**config.mk**
```make
export PLATFORM = sky130hd
export DESIGN_NAME = khssr_front_flat
export DESIGN_NICKNAME = d
export VERILOG_FILES = /design/src/khssr_pkg.sv /design/src/khssr_ifs.sv /design/src/khssr_front.sv /design/src/flat_wrapper.sv
export SDC_FILE = /design/constraint.sdc
export NUM_CORES = 1
export LEC_CHECK = 0
export BUFFER_PORTS_ARGS = -buffer_cell sky130_fd_sc_hd__buf_2
export CORE_ASPECT_RATIO = 0.75
export CORE_MARGIN = 2
export CORE_UTILIZATION = 38
export CTS_BUF_LIST = sky130_fd_sc_hd__clkbuf_8
export CTS_CLUSTER_SIZE = 40
export DETAILED_ROUTE_END_ITERATION = 16
export PLACE_DENSITY = 0.77
export REMOVE_ABC_BUFFERS = 1
export SYNTH_ARGS = -nofsm -noshare
export SYNTH_HDL_FRONTEND = slang
export SYNTH_SLANG_ARGS = --single-unit
```
**constraint.sdc**
```tcl
create_clock -name clk -period 1.43 [get_ports clk]
set_input_delay 0.143 -clock clk [delete_from_list [all_inputs] [get_ports clk]]
set_output_delay 0.143 -clock clk [all_outputs]
set_load 0.03 [all_outputs]
```
**src/khssr_pkg.sv**
```systemverilog
// ----------------------------------------------------------------------------
// khssr_pkg
// shared types and constants of the key hash slot shard router
// ----------------------------------------------------------------------------
package khssr_pkg;

  // defaults of the top level parameters
  localparam int SLOT_COUNT_DEF = 16384;
  localparam int SHARD_MAX_DEF  = 16;

  // fixed field widths
  localparam int KEY_W          = 8;
  localparam int SHARD_W        = 4;
  localparam int SLOT_FIELD_W   = 14;
  localparam int SLOT_IDX_MAX_W = 16;
  localparam int CRC_W          = 16;

  localparam logic [CRC_W-1:0] CRC_POLY = 16'h1021;

  // command queue between front and back
  localparam int QUEUE_DEPTH = 4;

  // input item kinds
  localparam logic KIND_KEY    = 1'b0;
  localparam logic KIND_ASSIGN = 1'b1;

  // queued command codes
  localparam logic OP_LOOKUP = 1'b0;
  localparam logic OP_FILL   = 1'b1;

  typedef struct packed {
    logic                      op;
    logic [CRC_W-1:0]          crc;
    logic [SHARD_W-1:0]        requester;
    logic [SLOT_IDX_MAX_W-1:0] lo;
    logic [SLOT_IDX_MAX_W-1:0] hi;
    logic [SHARD_W-1:0]        owner;
  } cmd_t;

endpackage

```
**src/khssr_ifs.sv**
```systemverilog
// ----------------------------------------------------------------------------
// khssr channel interfaces
// valid/ready channels for key items in and routing results out
// ----------------------------------------------------------------------------
interface khssr_in_if;
  logic        valid;
  logic        ready;
  logic        kind;
  logic [7:0]  key_byte;
  logic        last_byte;
  logic [3:0]  requester_id;
  logic [13:0] range_low;
  logic [13:0] range_high;
  logic [3:0]  owner_shard;

  modport source (output valid, kind, key_byte, last_byte, requester_id,
                  range_low, range_high, owner_shard, input ready);
  modport sink (input valid, kind, key_byte, last_byte, requester_id,
                range_low, range_high, owner_shard, output ready);
endinterface


```
**src/khssr_front.sv**
```systemverilog
// ----------------------------------------------------------------------------
// khssr_front
// accepts items, runs the key crc and queues lookups and range fills
// ----------------------------------------------------------------------------
module khssr_front #(
  parameter int SLOT_COUNT = khssr_pkg::SLOT_COUNT_DEF,
  parameter int SHARD_MAX  = khssr_pkg::SHARD_MAX_DEF
) (
  input  logic              clk,
  input  logic              rst,
  khssr_in_if.sink          key_in,
  output logic              push,
  output khssr_pkg::cmd_t   push_data,
  input  logic              full
);
  import khssr_pkg::*;

  localparam logic [16:0] SLOT_LAST = 17'(SLOT_COUNT - 1);

  logic [CRC_W-1:0] running_crc;
  logic [CRC_W-1:0] crc_upd;
  logic [16:0]      hi_sat;
  logic             owner_ok;
  logic             range_ok;
  logic             accept;

  function automatic logic [CRC_W-1:0] crc_feed(input logic [CRC_W-1:0] crc,
                                                input logic [KEY_W-1:0] b);
    logic [CRC_W-1:0] c;
    c = crc ^ {b, 8'h00};
    for (int i = 0; i < 8; i++) begin
      c = c[CRC_W-1] ? ({c[CRC_W-2:0], 1'b0} ^ CRC_POLY) : {c[CRC_W-2:0], 1'b0};
    end
    return c;
  endfunction

  assign key_in.ready = !full;
  assign accept       = key_in.valid && key_in.ready;

  always_comb begin
    crc_upd  = crc_feed(running_crc, key_in.key_byte);
    owner_ok = 9'(key_in.owner_shard) < 9'(SHARD_MAX);
    hi_sat   = (17'(key_in.range_high) > SLOT_LAST) ? SLOT_LAST : 17'(key_in.range_high);
    range_ok = 17'(key_in.range_low) <= hi_sat;

    if (key_in.kind == KIND_KEY) begin
      push = accept && key_in.last_byte;
    end else begin
      push = accept && owner_ok && range_ok;
    end

    push_data.op        = (key_in.kind == KIND_KEY) ? OP_LOOKUP : OP_FILL;
    push_data.crc       = crc_upd;
    push_data.requester = key_in.requester_id;
    push_data.lo        = SLOT_IDX_MAX_W'(key_in.range_low);
    push_data.hi        = hi_sat[SLOT_IDX_MAX_W-1:0];
    push_data.owner     = key_in.owner_shard;
  end

  // crc restarts after the last byte of each key; range assigns leave it alone
  always_ff @(posedge clk) begin
    if (rst) begin
      running_crc <= '0;
    end else if (accept && key_in.kind == KIND_KEY) begin
      running_crc <= key_in.last_byte ? '0 : crc_upd;
    end
  end

  a_assign_keeps_crc: assert property (@(posedge clk) disable iff (rst)
    (accept && key_in.kind == KIND_ASSIGN) |=> $stable(running_crc))
    else $error("range assign changed the running crc");

endmodule

```
**src/flat_wrapper.sv**
```systemverilog
// flat-port wrapper written by rule: the top's interface ports become plain ports
module khssr_front_flat import khssr_pkg::*;
#(
  parameter int SLOT_COUNT = khssr_pkg::SLOT_COUNT_DEF,
  parameter int SHARD_MAX  = khssr_pkg::SHARD_MAX_DEF
)
  (clk, rst, push, push_data, full, key_in_valid, key_in_kind, key_in_key_byte, key_in_last_byte, key_in_requester_id, key_in_range_low, key_in_range_high, key_in_owner_shard, key_in_ready);
  khssr_in_if key_in_i ();
  input  logic clk;
  input  logic rst;
  output logic push;
  output khssr_pkg::cmd_t push_data;
  input  logic full;
  input wire logic [$bits(key_in_i.valid)-1:0] key_in_valid;
  input wire logic [$bits(key_in_i.kind)-1:0] key_in_kind;
  input wire logic [$bits(key_in_i.key_byte)-1:0] key_in_key_byte;
  input wire logic [$bits(key_in_i.last_byte)-1:0] key_in_last_byte;
  input wire logic [$bits(key_in_i.requester_id)-1:0] key_in_requester_id;
  input wire logic [$bits(key_in_i.range_low)-1:0] key_in_range_low;
  input wire logic [$bits(key_in_i.range_high)-1:0] key_in_range_high;
  input wire logic [$bits(key_in_i.owner_shard)-1:0] key_in_owner_shard;
  output wire logic [$bits(key_in_i.ready)-1:0] key_in_ready;
  assign key_in_i.valid = key_in_valid;
  assign key_in_i.kind = key_in_kind;
  assign key_in_i.key_byte = key_in_key_byte;
  assign key_in_i.last_byte = key_in_last_byte;
  assign key_in_i.requester_id = key_in_requester_id;
  assign key_in_i.range_low = key_in_range_low;
  assign key_in_i.range_high = key_in_range_high;
  assign key_in_i.owner_shard = key_in_owner_shard;
  assign key_in_ready = key_in_i.ready;
  khssr_front #(.SLOT_COUNT(SLOT_COUNT), .SHARD_MAX(SHARD_MAX)) u_core (.clk(clk), .rst(rst), .key_in(key_in_i), .push(push), .push_data(push_data), .full(full));
endmodule
```
-- Word level (Yosys, flattened, before mapping)
Index checks and enable logic that the tools add are counted.
- magnitude comparators: 1
- muxes and demuxes: 11
- bitwise logic cells: 10
- reduce and logical (&&, ||, !) cells: 5
- operator list (kind ; count):
    $mux 13 ; 8
    $not 3->3 ; 8
    $mux 16 ; 1
    $xor 16x16->16 ; 1
    $le 14x14->1 ; 1
    $logic_and 1x1->1 ; 4
    $mux 1 ; 2
    $logic_not 1->1 ; 1
    $not 1->1 ; 1
- bits in registers: 16
- input bits: 50
- output and inout bits: 59
- logic and storage cells: 28

-- Longest topological paths before layout
- depth after elaboration: 18
- mapped depth: 6
- depth with buffers taken out: 6

-- Least setup slack after synthesis
OpenSTA, ideal clock, no wires.
- path kind: in2out
- from: in key_in_range_high[12]
- to: out push
- arrival time: 1.871 ns
- required time: 1.287 ns
- setup slack: -0.584 ns
- stages: 6
- path buffers: 0
- path through: inv_1 -> ha_1 -> a21oi_1 -> nand2_1 -> a2111o_1 -> o32ai_1
- word-level cells in the longest chain between the ends: 3
- ends and longest elaborated chain (item ; line ; RTL):
    from (decl) ; flat_wrapper.sv:20 ; input wire logic [$bits(key_in_i.range_high)-1:0] key_in_range_high;
    $le 14x14->1 ; khssr_front.sv:44 ; range_ok = 17'(key_in.range_low) <= hi_sat;
    $logic_and 1x1->1 ; khssr_front.sv:49 ; push = accept && owner_ok && range_ok;
    $mux 1 ; khssr_front.sv:46 ; if (key_in.kind == KIND_KEY) begin
    to (decl) ; flat_wrapper.sv:11 ; output logic push;
No other way between the ends.

-- Final worst setup path
- from: in key_in_range_low[3]
- to: out push
- word-level cells in the longest chain between the ends: 3
- ends and longest elaborated chain (item ; line ; RTL):
    from (decl) ; flat_wrapper.sv:19 ; input wire logic [$bits(key_in_i.range_low)-1:0] key_in_range_low;
    $le 14x14->1 ; khssr_front.sv:44 ;
    $logic_and 1x1->1 ; khssr_front.sv:49 ;
    $mux 1 ; khssr_front.sv:46 ;
No other way between the ends.

==> out/results.tsv <==
stage	metric	value	unit
final_layout	insertedDiodeCount	0	
sta	worst_slack	-0.218	ns
clock_tree	numCtsBuffers	3	
clock_tree	cts_root_buf	clkbuf_8	
place	dp_slack	-0.379	ns
route	ant_nets	0	
route	wire_per_inst	13.4	um
route	firstDrtPassIters	4	
final_layout	finalNetCount	308	
synth	synth_seq_area_share	21.4	%
final_layout	top_regs	u_core.running_crc x16	
sta	fin_skew	0.00285	ns
setup_path	worstPathCellList	buf_2 > ha_1 > nand3_1 > a21boi_1 > o31a_1 > o32ai_2 > buf_4	
die	die_w	76.5	um
clock_tree	clock_sinks	16	
clock_tree	insertion_delay	0.25	ns
die	core_area	3710	um^2
synth	syn_area	1500	um^2
setup_path	critPathLaunchType	input port	
setup_path	critPathArrivalTime	1.50	ns
sta	whs	0.199	ns
route	drt-initial-drc-count	31	
place	dp_hpwl	2.84	mm
final_layout	finish.instance_area	2330	um^2
final_layout	largest_reg_flops	16	
grt	gr-total-overflow	0	
power	powerDensity	808	nW/um^2
die	io_pins	109	
setup_path	slowest_delay	0.32	ns
sta	fin_tns_setup	-1.44	ns
place	place_congestion	0.790	
die	dieHeight	58.3	um
sta	max_freq	0.607	GHz
clock_tree	clockBufferDepth	2	
job	drv_cap	0	
grt	grt_pass1_wl	5.90	mm
sta	period_share	115	%
route	vias_per_cell	4.57	
setup_path	crit_fanout	2	
sta	finalSetupViolCount	11	
die	dieArea	4460	um^2
grt	antenna_found_initial	0	
setup_path	crit_slowest_cell	o31a_1	
grt	grt_util_all_layers	16.7	%
sta	min_period	1.65	ns
power	ir_drop	0.848	mV
sta	slew_viol_final	0	
route	num_vias	1343	
synth	synth_cell_type_count	30	
final_layout	syn_to_final_growth	55.6	%
outcome	violations	setup timing	
power	finalPower	1.88	mW
setup_path	worst_ep_required_time	1.29	ns
outcome	outcome	finished, violations left	
place	port_buffers	88	
synth	synth-async-reset-ratio	0	%
grt	grt_start_max_net_pins	11	
clock_tree	tritoncts	built	
clock_tree	clk_pin_slew	0.06	ns
sta	hold_violations	0	
die	start_util	40.4	%
synth	synth_cells	170	
hold_path	hold_class	input port to register	
synth	ys_ff_latch	16	
route	drc	0	
final_layout	final_cell_mix	72 x buf_2, 21 x buf_6, 17 x buf_4	
final_layout	layout-drive-gt1-share	63.2	%
synth	synth.avg_cell_area	8.80	um^2
setup_path	cp-end-kind	output port	
final_layout	regMostFlops	u_core.running_crc	
synth	synthFlopType	dfxtp_1	
synth	synth_edf_count	0	
route	wirelength	3.95	mm
clock_tree	cts_htree_levels	1	
setup_path	criticalPathCategory	input port to output port	
grt	grt_pass1_vias	1273	
place	place_area	1780	um^2
die	num_rows	19	
final_layout	mostFrequentLayoutCell	buf_2	
sta	rsz0062_at_grt	true	
synth	ys_warn_count	0	
power	power.leakage	1.15	nW
worst paths after layout:
kind	start	to	slack, ns	cells past startpoint
min	rst	u_core.running_crc[0]$_SDFFE_PP0P_	0.20	2
min reg2reg	u_core.running_crc[8]$_SDFFE_PP0P_	u_core.running_crc[8]$_SDFFE_PP0P_	0.51	1
max	key_in_range_low[3]	push	-0.22	7
max reg2reg	u_core.running_crc[15]$_SDFFE_PP0P_	u_core.running_crc[8]$_SDFFE_PP0P_	0	5
through the flow:
step                util, %  cells
floorplan                 -    129
global placement       47.9    280
detailed placement     47.9    280
CTS                    55.9    290
global route           62.8    294
finish                 62.8    294
cell type report:
type | instances | area [um^2]
Fill cell | 318 | 1380
Timing Repair Buffer | 110 | 724
Multi-Input combinational cell | 95 | 1090
Inverter | 18 | 67.6
Clock buffer | 3 | 41.3
Sequential cell | 16 | 337
Tap cell | 52 | 65.1
cells in the mapped netlist (2+ instances only):
cell | instances | area (um^2)
nor2_1 | 10 | 37.5
a21oi_1 | 7 | 35.0
a22o_1 | 8 | 70.1
nand4_1 | 3 | 18.8
nand2_1 | 2 | 7.51
ha_1 | 14 | 175
a22oi_1 | 7 | 52.6
xor2_1 | 8 | 70.1
nand3_1 | 4 | 20.0
dfxtp_1 | 16 | 320
xnor2_2 | 7 | 114
xnor2_1 | 8 | 70.1
buf_1 | 2 | 7.51
inv_1 | 18 | 67.6
buf_4 | 41 | 308
routing by layer:
layer	GRT usage, %	up-vias	share of wire [%]	routed length [um]
met5	0	-	0	0
met1	22.3	619	43	1700
met4	2.34	0	0.41	16
met3	7.06	2	8.0	317
li1	-	662	-	-
met2	26.0	60	49	1910
power by group:
part | switching (mW) | internal [mW] | total, mW
clock network | 0.145 | 0.187 | 0.332
registers | 0.0157 | 0.455 | 0.470
logic | 0.587 | 0.494 | 1.08
cells by family (layout without fill, tap and decap cells):
logic type	Yosys count	in the layout	synth area share, %
other	1	4	0.251
AO/OA/AOI/OAI	27	27	13.5
XOR/XNOR	24	24	18.1
flip-flops	16	16	21.4
adder cells (fa/ha/maj)	14	14	11.7
buffers and inverters	62	131	25.9
AND/OR/NAND/NOR	26	26	9.20
critical path: cells and delay by family:
| family | cells | cell delay, ns |
|---|---|---|
| AOI/OAI and AO/OA | 3 | 0.65 |
| buffers and inverters | 2 | 0.31 |
| adders and majority gates | 1 | 0.30 |
| and+or+nand+nor | 1 | 0.09 |
what timing repair did:
item,4_1_cts,5_1_grt
gates resized for setup,46,39
hold buffers,0,0
setup buffers,7,5
setup endpoints to repair,16,18
pin swaps,21,10
No activity file was read; power rests on OpenSTA's default activity.
