==> src/khssr_pkg.sv <==
// ----------------------------------------------------------------------------
// khssr_pkg
// shared types and constants of the key hash slot shard router
// ----------------------------------------------------------------------------
package khssr_pkg;

  // defaults of the top level parameters
  localparam int SLOT_COUNT_DEF = 16384;
  localparam int SHARD_MAX_DEF  = 16;

  // fixed field widths
  localparam int KEY_W          = 8;
  localparam int SHARD_W        = 4;
  localparam int SLOT_FIELD_W   = 14;
  localparam int SLOT_IDX_MAX_W = 16;
  localparam int CRC_W          = 16;

  localparam logic [CRC_W-1:0] CRC_POLY = 16'h1021;

  // command queue between front and back
  localparam int QUEUE_DEPTH = 4;

  // input item kinds
  localparam logic KIND_KEY    = 1'b0;
  localparam logic KIND_ASSIGN = 1'b1;

  // queued command codes
  localparam logic OP_LOOKUP = 1'b0;
  localparam logic OP_FILL   = 1'b1;

  typedef struct packed {
    logic                      op;
    logic [CRC_W-1:0]          crc;
    logic [SHARD_W-1:0]        requester;
    logic [SLOT_IDX_MAX_W-1:0] lo;
    logic [SLOT_IDX_MAX_W-1:0] hi;
    logic [SHARD_W-1:0]        owner;
  } cmd_t;

endpackage

==> src/khssr_queue.sv <==
// ----------------------------------------------------------------------------
// khssr_queue
// short command queue between front and back
// ----------------------------------------------------------------------------
module khssr_queue (
  input  logic            clk,
  input  logic            rst,
  input  logic            push,
  input  khssr_pkg::cmd_t push_data,
  input  logic            pop,
  output khssr_pkg::cmd_t head,
  output logic            full,
  output logic            empty
);
  import khssr_pkg::*;

  localparam int PTR_W = $clog2(QUEUE_DEPTH);
  localparam int CNT_W = $clog2(QUEUE_DEPTH + 1);

  cmd_t             entries [QUEUE_DEPTH];
  logic [PTR_W-1:0] wr_ptr;
  logic [PTR_W-1:0] rd_ptr;
  logic [CNT_W-1:0] count;

  assign full  = count == CNT_W'(QUEUE_DEPTH);
  assign empty = count == '0;
  assign head  = entries[rd_ptr];

  always_ff @(posedge clk) begin
    if (push) begin
      entries[wr_ptr] <= push_data;
    end
  end

  always_ff @(posedge clk) begin
    if (rst) begin
      wr_ptr <= '0;
      rd_ptr <= '0;
      count  <= '0;
    end else begin
      if (push) begin
        wr_ptr <= (wr_ptr == PTR_W'(QUEUE_DEPTH - 1)) ? '0 : wr_ptr + 1'b1;
      end
      if (pop) begin
        rd_ptr <= (rd_ptr == PTR_W'(QUEUE_DEPTH - 1)) ? '0 : rd_ptr + 1'b1;
      end
      case ({push, pop})
        2'b10:   count <= count + 1'b1;
        2'b01:   count <= count - 1'b1;
        default: count <= count;
      endcase
    end
  end

  a_no_push_full: assert property (@(posedge clk) disable iff (rst)
    push |-> !full)
    else $error("push into a full queue");

  a_no_pop_empty: assert property (@(posedge clk) disable iff (rst)
    pop |-> !empty)
    else $error("pop from an empty queue");

endmodule

==> config.mk <==
export PLATFORM = sky130hd
export DESIGN_NAME = khssr_queue
export DESIGN_NICKNAME = d
export VERILOG_FILES = /design/src/khssr_pkg.sv /design/src/khssr_queue.sv
export SDC_FILE = /design/constraint.sdc
export NUM_CORES = 1
export LEC_CHECK = 0
export BUFFER_PORTS_ARGS = -buffer_cell sky130_fd_sc_hd__buf_2
export CELL_PAD_IN_SITES_DETAIL_PLACEMENT = 0
export CELL_PAD_IN_SITES_GLOBAL_PLACEMENT = 1
export CORE_AREA = 2 2 164 126
export DETAILED_ROUTE_END_ITERATION = 8
export DIE_AREA = 0 0 166 128
export PLACE_DENSITY_LB_ADDON = 0.1
export SLEW_MARGIN = 20
export SYNTH_ARGS = -nofsm -noshare
export SYNTH_HDL_FRONTEND = slang
export SYNTH_SLANG_ARGS = --single-unit
==> constraint.sdc <==
create_clock -name clk -period 5.8 [get_ports clk]
set_input_delay 0.58 -clock clk [delete_from_list [all_inputs] [get_ports clk]]
set_output_delay 0.58 -clock clk [all_outputs]
set_load 0.01 [all_outputs]
Word level (Yosys, flattened, before mapping)
Memories as Yosys holds them, arrays and structs flattened. A register that Yosys moved wholly into a read port is not among the register bits.
Index checks and enable logic that the tools add are counted.

operators by class
  div/mod/pow operators = 0
  equality and inequality tests = 5
  reduce and logical (&&, ||, !) cells = 2
  $mul = 0
  $add $sub $neg = 4
  muxes and demuxes = 7
  magnitude comparators = 0
  bitwise logic cells = 0
  shift-type cells = 0

operators with widths
  kind                 number
  $mux 2               4
  $eq 2x2->1 const B   3
  $pmux 3 s2           1
  $add 2x1->2 const B  2
  $add 3x1->3 const B  1
  $eq 3x3->1 const B   1
  $logic_not 3->1      1
  $sub 3x1->3 const B  1
  $eq 2x1->1 const B   1
  $mux 1               2
  $reduce_bool 2->1    1

word-level totals
  RAM bits = 228
  latch bits = 0
  register bits = 7
  bits in read-only memories = 0
  memories kept = 1

memories
  name     depth  width  read ports  clocked after memory_dff  write ports  RTL line           text
  entries  4      57     1           1                         1            khssr_queue.sv:20  cmd_t entries [QUEUE_DEPTH];

Longest topological paths before layout
Gate-level depths: netlist of run 1.

  word-level depth = 4
  depth in mapped cells = 7

Least setup slack after synthesis of run 1
No wires, ideal clock.

  path kind = input -> register
  start point = input port push
  end point = memory entries[0][0] in the netlist's numbering, enable pin
  arrival = 1.930 ns
  setup time = 0.421 ns
  data required time = 5.379 ns
  cell stages on the path = 1
  path slack = 3.449 ns
  path through = and2_1

on the way
  word-level cells in the longest chain between the ends = 2

ends and longest elaborated chain
  item                          RTL line           text
  start, declared               khssr_queue.sv:8   input logic push,
  $mux 1                        khssr_queue.sv:30  if (push) begin
  $mux 1 (implied by the code)  khssr_queue.sv:31  entries[wr_ptr] <= push_data;
  end, declared                 khssr_queue.sv:20

Every way passes these cells.

==> results of run 1 <==
-- worst min-delay path by stage --
| stage | from | to | slack, ps |
|---|---|---|---|
| 6_report | push_data[13] | entries[2][13] | 290 |
| 5_1_grt | push_data[7] | entries[1][7] | 270 |
| 4_1_cts | push_data[40] | entries[2][40] | 270 |
| 3_5_place_dp | count[1] | count[1] | 510 |
| 3_3_place_gp | count[2] | count[2] | 490 |
| 2_1_floorplan | count[2] | count[2] | 460 |
-- kinds of logic after synthesis --
kind of cell / count (synthesis) / share of synthesized area, %
buffers and inverters: 19 / 1.31
AO/OA/AOI/OAI: 5 / 0.289
adder cells (fa/ha/maj): 7 / 1.10
AND/OR/NAND/NOR: 16 / 0.967
XOR/XNOR: 2 / 0.202
multiplexers: 59 / 15.0
flip-flops: 237 / 81.1
-- final cells by class --
class	count	area, µm²	area share [%]
Antenna cell	3	7.51	0.0731
Clock buffer	29	641	6.24
Clock inverter	15	96.3	0.938
Inverter	7	26.3	0.256
Multi-Input combinational cell	89	1540	14.9
Sequential cell	237	7030	68.5
Tap cell	258	323	3.14
Timing Repair Buffer	121	611	5.94
-- power breakdown --
group	leakage [nW]	switching (mW)	internal, mW
clock	0.359	0.591	0.828
combinational	0.934	0.153	0.135
sequential	2.17	0.0278	1.95
total	3.46	0.772	2.91
-- flip-flops by register name (all words and copies together) (netlist names), named ones only --
signal,count
count,3
wr_ptr,2
rd_ptr,2
entries,228
-- per-stage QoR --
| stage | cell area, µm² | total power, mW | setup slack, ps | cells |
|---|---|---|---|---|
| floorplan | 8670 | 2.18 | 3450 | 345 |
| global placement | 9530 | 2.31 | 2980 | 712 |
| detailed placement | 9530 | 2.31 | 2970 | 712 |
| CTS | 10300 | 3.75 | 2430 | 756 |
| global route | 10300 | 3.83 | 2320 | 756 |
| finish | 10300 | 3.69 | 2580 | 759 |
-- placed cells by master, fill, tap and decap left out, types with 6 or more instances in the layout --
| cell type | count |
|---|---|
| buf_2 | 119 |
| clkbuf_16 | 25 |
| clkinv_1 | 8 |
| dfxtp_1 | 7 |
| edfxtp_1 | 228 |
| ha_1 | 6 |
| inv_1 | 7 |
| mux4_2 | 57 |
| nor2_1 | 7 |
-- layer usage --
metal | vias up | share of wire (%) | track usage, %
li1 | 1740 | - | -
met1 | 2008 | 43 | 18.3
met2 | 100 | 48 | 24.6
met3 | 29 | 6.7 | 4.88
met4 | 0 | 2.3 | 3.99
met5 | - | 0 | 0
==> results.toml, run 1 <==
[outcome]
outcome = "complete, no violations"

[logic_synthesis]
synth_seq_cells = 237
synth-edff-count = 228
synth_nets = 413
syn_inst = 345
synth_warnings = 0
synthArstFlopShare_pct = 0
yosys-top-cells-count = "228 x edfxtp_1, 57 x mux4_2, 9 x dfxtp_1"
syn_area_um2 = 8670
synth.area.top_cells = "edfxtp_1 79%, mux4_2 15%, dfxtp_1 2.1%, ha_1 0.87%, buf_6 0.52%"
ys_types = 20
avgSynthCellArea_um2 = 25.1
synthMostInstantiatedCell = "edfxtp_1"
ys_seq_area_share_pct = 81.1
synth_top_cell_area_share_pct = 79.0
ys.flop_type = "edfxtp_1"
yosysTopAreaCell = "edfxtp_1"

[critical_path]
cp.arrival_ps = 2640
path_depth = 3
path_class = "reg -> out"
slowest_stage = "buf_4"
worstPathMaxFanout = 38
crit_end = "head[29]"
reg2reg_slack_ps = 4030
slowest_delay_ps = 710
worst_setup_path_end_kind = "output port"
crit_buf_inv = 2
timing.rr.start = "wr_ptr[0]"
crit_chain = "buf_4 -> mux4_2 -> buf_2"
r2r_end = "entries[3][5]"
start_kind = "register"
critical-path-top-delay-family = "buffers and inverters"
reg2reg_depth = 2
required_ps = 5220

[power]
vdd_drop_max_mv = 0.198
leakage_nw = 3.46
power.density_nw_per_um2 = 359

[clock_network]
htree_levels = 1
cts_hold_buf = 0
cts.sinks = 237
clock_latency_ps = 500
cts-root-buf = "clkbuf_16"
post_cts_buffers = 0
numCtsBuffers = 24
clock_path_buffers = 3
cts-resized-gates = 0
clk_pin_slew_ps = 60
cts_tree = "yes"

[timing]
finalClockSkew_ps = 8.63
final.setup.tns_ps = 0
hold_viol = 0
setup_viol = 0
slew_viol_final = 0
maxSlewHeadroom_pct = 38.6
period_needed_ps = 3220
min_period_over_period_pct = 55.6
fin_hold_ws_ps = 291
max_clock_freq_mhz = 310
worst_slew_pin_slew_ps = 922
rsz0062_at_grt = "no"

[detailed_routing]
vias_per_cell = 5.11
dr_total_vias = 3877
first_pass_iters = 4
drt_iter0_markers = 283
wl_per_cell_um = 20.0
drc = 0
final_antenna_net_count = 0
routed_wirelength_um = 15200

[run]
drv_cap = 0

[grt]
antenna_found_initial = 2
grt_overflow = 0
grt_start_max_net_pins = 58
first_global_vias = 4146
grt_pass1_wl_um = 23400
grt.total_usage_pct = 14.5

[floorplan]
start_util_pct = 43.8
dieArea_um2 = 21200
row_count = 45
die_w_um = 166
core_um2 = 19800
num_io_pins = 120
die_y_um = 128

[placed_design]
port_buffers = 119
routabilityCongestion = 0.691
dp.final_hpwl_um = 8410

[finish]
area_growth_pct = 18.5
drive_gt1_share_pct = 43.4
nFillCells = 1576
fin_nets = 548
utilization_pct = 52.0

[worst_hold_path]
whs_path_depth = 1
worst_hold_path_type = "in -> reg"
Note: power is estimated with default switching activity, not from simulation.
==> run 2, diff against run 1 <==
- clock period: 5.8 -> 3.2 ns (I/O delays scaled with it)
==> results.toml, run 2 (same netlist as run 1, synthesis figures left out) <==
[outcome]
outcome = "complete, no violations"

[critical_path]
slowest_delay_ps = 630
slowest_stage = "dfxtp_4"
cp.arrival_ps = 2180
worst_setup_path_end_kind = "output port"
crit_buf_inv = 2
critical-path-top-delay-family = "flip-flops"
crit_chain = "buf_4 -> mux4_2 -> buf_2"
required_ps = 2880
start_kind = "register"
path_class = "reg -> out"
worstPathMaxFanout = 21

[detailed_routing]
final_antenna_net_count = 0
dr_total_vias = 3860
first_pass_iters = 4
vias_per_cell = 5.09
drt_iter0_markers = 295
drc = 0
routed_wirelength_um = 15300
wl_per_cell_um = 20.2

[power]
leakage_nw = 3.50
power.density_nw_per_um2 = 659
vdd_drop_max_mv = 0.477

[placed_design]
port_buffers = 119
routabilityCongestion = 0.680
dp.final_hpwl_um = 8710
dpl_cell_area_um2 = 9560

[finish]
largest_reg_flops = 228
final_common_cell = "edfxtp_1"
largest_register = "entries"
nFillCells = 1551
antenna_cells = 0
final-seq-area_um2 = 7030
mostFrequentLayoutCells = "228 x edfxtp_1, 119 x buf_2, 57 x mux4_2"
finish.instance_area_um2 = 10300
top_regs = "entries: 228 flops, count: 3 flops"
multi_input_area_um2 = 1540
fin_nets = 551
drive_gt1_share_pct = 44.2
area_growth_pct = 19.2
utilization_pct = 52.3

[timing]
slew_viol_final = 0
finalClockSkew_ps = 6.79
period_needed_ps = 2500
worst_slew_pin_slew_ps = 924
setup_viol = 0
final.setup.tns_ps = 0
maxSlewHeadroom_pct = 38.4
min_period_over_period_pct = 78.2
max_clock_freq_mhz = 400
rsz0062_at_grt = "no"
hold_viol = 0

[grt]
grt.total_usage_pct = 15.0
antenna_found_initial = 0
grt_start_max_net_pins = 58
first_global_vias = 4282
grt_overflow = 0
grt_pass1_wl_um = 24100

[clock_network]
cts_hold_buf = 0
cts-root-buf = "clkbuf_16"
clock_path_buffers = 3
post_cts_buffers = 0
clock_latency_ps = 490
numCtsBuffers = 24
cts.sinks = 237
cts_tree = "yes"
clk_pin_slew_ps = 60
cts-resized-gates = 0
htree_levels = 1

[floorplan]
num_io_pins = 120
dieArea_um2 = 21200
core_um2 = 19800
row_count = 45
start_util_pct = 43.8
die_w_um = 166
die_y_um = 128

[worst_hold_path]
worst_hold_path_type = "in -> reg"

[run]
drv_cap = 0
## run 2: worst paths after layout
check / end / cells after the start / startpoint / slack (ps)
worst min register to register: count[2] / 2 / count[2] / 520
worst max register to register: entries[3][51] / 2 / wr_ptr[0] / 1440
worst max-delay path: head[12] / 3 / register / 700
worst min-delay path: entries[3][13] / 1 / push_data[13] / 40
## run 2: layer usage
metal	part of all wire [%]	track usage, %	up-vias
li1	-	-	1735
met1	44	19.5	1992
met5	0	0	-
met4	1.9	3.63	0
met3	7.3	4.79	23
met2	47	25.0	110
## run 2: layout make-up
type                    instances  share of cell area (%)
clock buffers                  32                    6.50
clock inverters                11                   0.969
inverters                       7                   0.254
multi-input cells              89                    14.9
flip-flops and latches        237                    68.0
well taps                     258                    3.12
repair buffers                124                    6.25
## run 2: worst register-to-register path, delay by kind of cell, from the launching register on
kind | cells | cell delay [ps]
fa+ha+maj | 1 | 190
flops | 1 | 400
simple gates | 1 | 760
## run 2: stage by stage
stage | instances | power (mW) | setup WS, ps | hold slack, ps
global placement | 715 | 4.19 | 1160 | 493
floorplan | 345 | 3.96 | 880 | 389
CTS | 758 | 6.90 | 580 | 13.9
global route | 758 | 7.09 | 509 | 15.8
finish | 758 | 6.81 | 698 | 35.1
detailed placement | 715 | 4.20 | 1120 | 507
## run 2: where the power goes
part	switching (mW)	leakage, nW	internal [mW]	total (mW)
registers	0.0415	2.17	3.54	3.58
clock network	1.06	0.382	1.63	2.69
logic	0.288	0.953	0.251	0.539
==> run 3, diff against run 2 <==
- clock period: 3.2 -> 2.48 ns (I/O delays scaled with it)
==> results.toml, run 3 (same netlist as run 1, synthesis figures left out) <==
[clock_network]
cts-resized-gates = 0
numCtsBuffers = 23
htree_levels = 1
cts_hold_buf = 57
clk_pin_slew_ps = 60
cts.sinks = 237
post_cts_buffers = 0
clock_latency_ps = 500
cts-root-buf = "clkbuf_16"
clock_path_buffers = 3
cts_tree = "yes"

[finish]
nFillCells = 1516
fin_nets = 613
area_growth_pct = 26.6
final_common_cell = "edfxtp_1"
largest_reg_flops = 228
largest_register = "entries"
top_regs = "entries: 228 flops, count: 3 flops"
antenna_cells = 0
drive_gt1_share_pct = 40.8
mostFrequentLayoutCells = "228 x edfxtp_1, 119 x buf_2, 57 x mux4_2, 57 x dlygate4sd3_1, 23 x clkbuf_16"

[outcome]
outcome = "complete, no violations"

[detailed_routing]
dr_total_vias = 4097
first_pass_iters = 4
vias_per_cell = 5.01
drc = 0
wl_per_cell_um = 19.6
final_antenna_net_count = 0
routed_wirelength_um = 16000
drt_iter0_markers = 255

[placed_design]
dp.final_hpwl_um = 9260
port_buffers = 119
routabilityCongestion = 0.699

[grt]
first_global_vias = 4478
antenna_found_initial = 0
grt_start_max_net_pins = 34
grt_overflow = 0
grt_pass1_wl_um = 24900
grt.total_usage_pct = 15.3

[floorplan]
start_util_pct = 43.8
core_um2 = 19800
die_y_um = 128
dieArea_um2 = 21200
die_w_um = 166
row_count = 45
num_io_pins = 120

[timing]
slew_viol_final = 0
min_period_over_period_pct = 89.3
setup_viol = 0
final.setup.tns_ps = 0
hold_viol = 0
period_needed_ps = 2220
maxSlewHeadroom_pct = 69.4
rsz0062_at_grt = "no"
finalClockSkew_ps = 4.47
max_clock_freq_mhz = 451
worst_slew_pin_slew_ps = 458

[critical_path]
slowest_delay_ps = 560
start_kind = "register"
reg2reg_depth = 4
path_class = "reg -> out"
required_ps = 2230
r2r_end = "entries[2][16]"
cp.arrival_ps = 1970
critical-path-top-delay-family = "flip-flops"
slowest_stage = "dfxtp_2"
timing.rr.start = "wr_ptr[0]"
reg2reg_slack_ps = 810
worst_setup_path_end_kind = "output port"
worstPathMaxFanout = 18
path_depth = 3
crit_chain = "buf_4 -> mux4_2 -> buf_2"
crit_buf_inv = 2

[run]
drv_cap = 0

[power]
power.density_nw_per_um2 = 799
leakage_nw = 3.75
power_mw = 8.76
vdd_drop_max_mv = 0.570

[worst_hold_path]
worst_hold_path_type = "in -> reg"
hp-start = "rst"
whs_path_depth = 2
min_to = "count[2]"
run 3: how the worst max path moves through the flow:
stage              start       endpoint
2_1_floorplan  wr_ptr[0]  entries[3][0]
3_3_place_gp        push       count[2]
3_5_place_dp        push       count[2]
4_1_cts         register       head[45]
5_1_grt         register       head[45]
6_report        register       head[45]
run 3: where the power goes:
part	switching, mW	internal (mW)
Clock	1.43	1.92
Combinational	0.405	0.399
Sequential	0.0458	4.56
Total	1.88	6.88
run 3: layout make-up:
class                   instances  area (µm²)  share of cell area [%]
flip-flops and latches        237        7030                    64.1
multi-input cells              89        1540                    14.0
repair buffers                187        1320                    12.1
clock buffers                  25         583                    5.32
well taps                     258         323                    2.94
clock inverters                14         144                    1.31
inverters                       7        26.3                   0.240
run 3: per-stage QoR:
stage          hold slack [ps]  setup slack (ps)  instances  area (µm²)  utilization (%)
2_1_floorplan              317               160        345        8670                -
3_3_place_gp               456               761        721        9670             48.9
3_5_place_dp               463               730        721        9670             48.9
4_1_cts                   5.68               217        817       11000             55.5
5_1_grt                   33.2               178        817       11000             55.5
6_report                  24.5               265        817       11000             55.5
run 3: metal layers:
layer / part of all wire [%] / vias to the layer above / track usage, %
met4: 2.3 / 0 / 4.04
met2: 48 / 111 / 25.8
li1: - / 1858 / -
met3: 5.5 / 28 / 3.58
met1: 45 / 2100 / 20.5
met5: 0 / - / 0
run 3: worst reg2reg max path: stages, from the launching register on:
cell     delay, ps
dfxtp_1        350
inv_1           90
ha_1           150
and2_4         430
buf_12         310
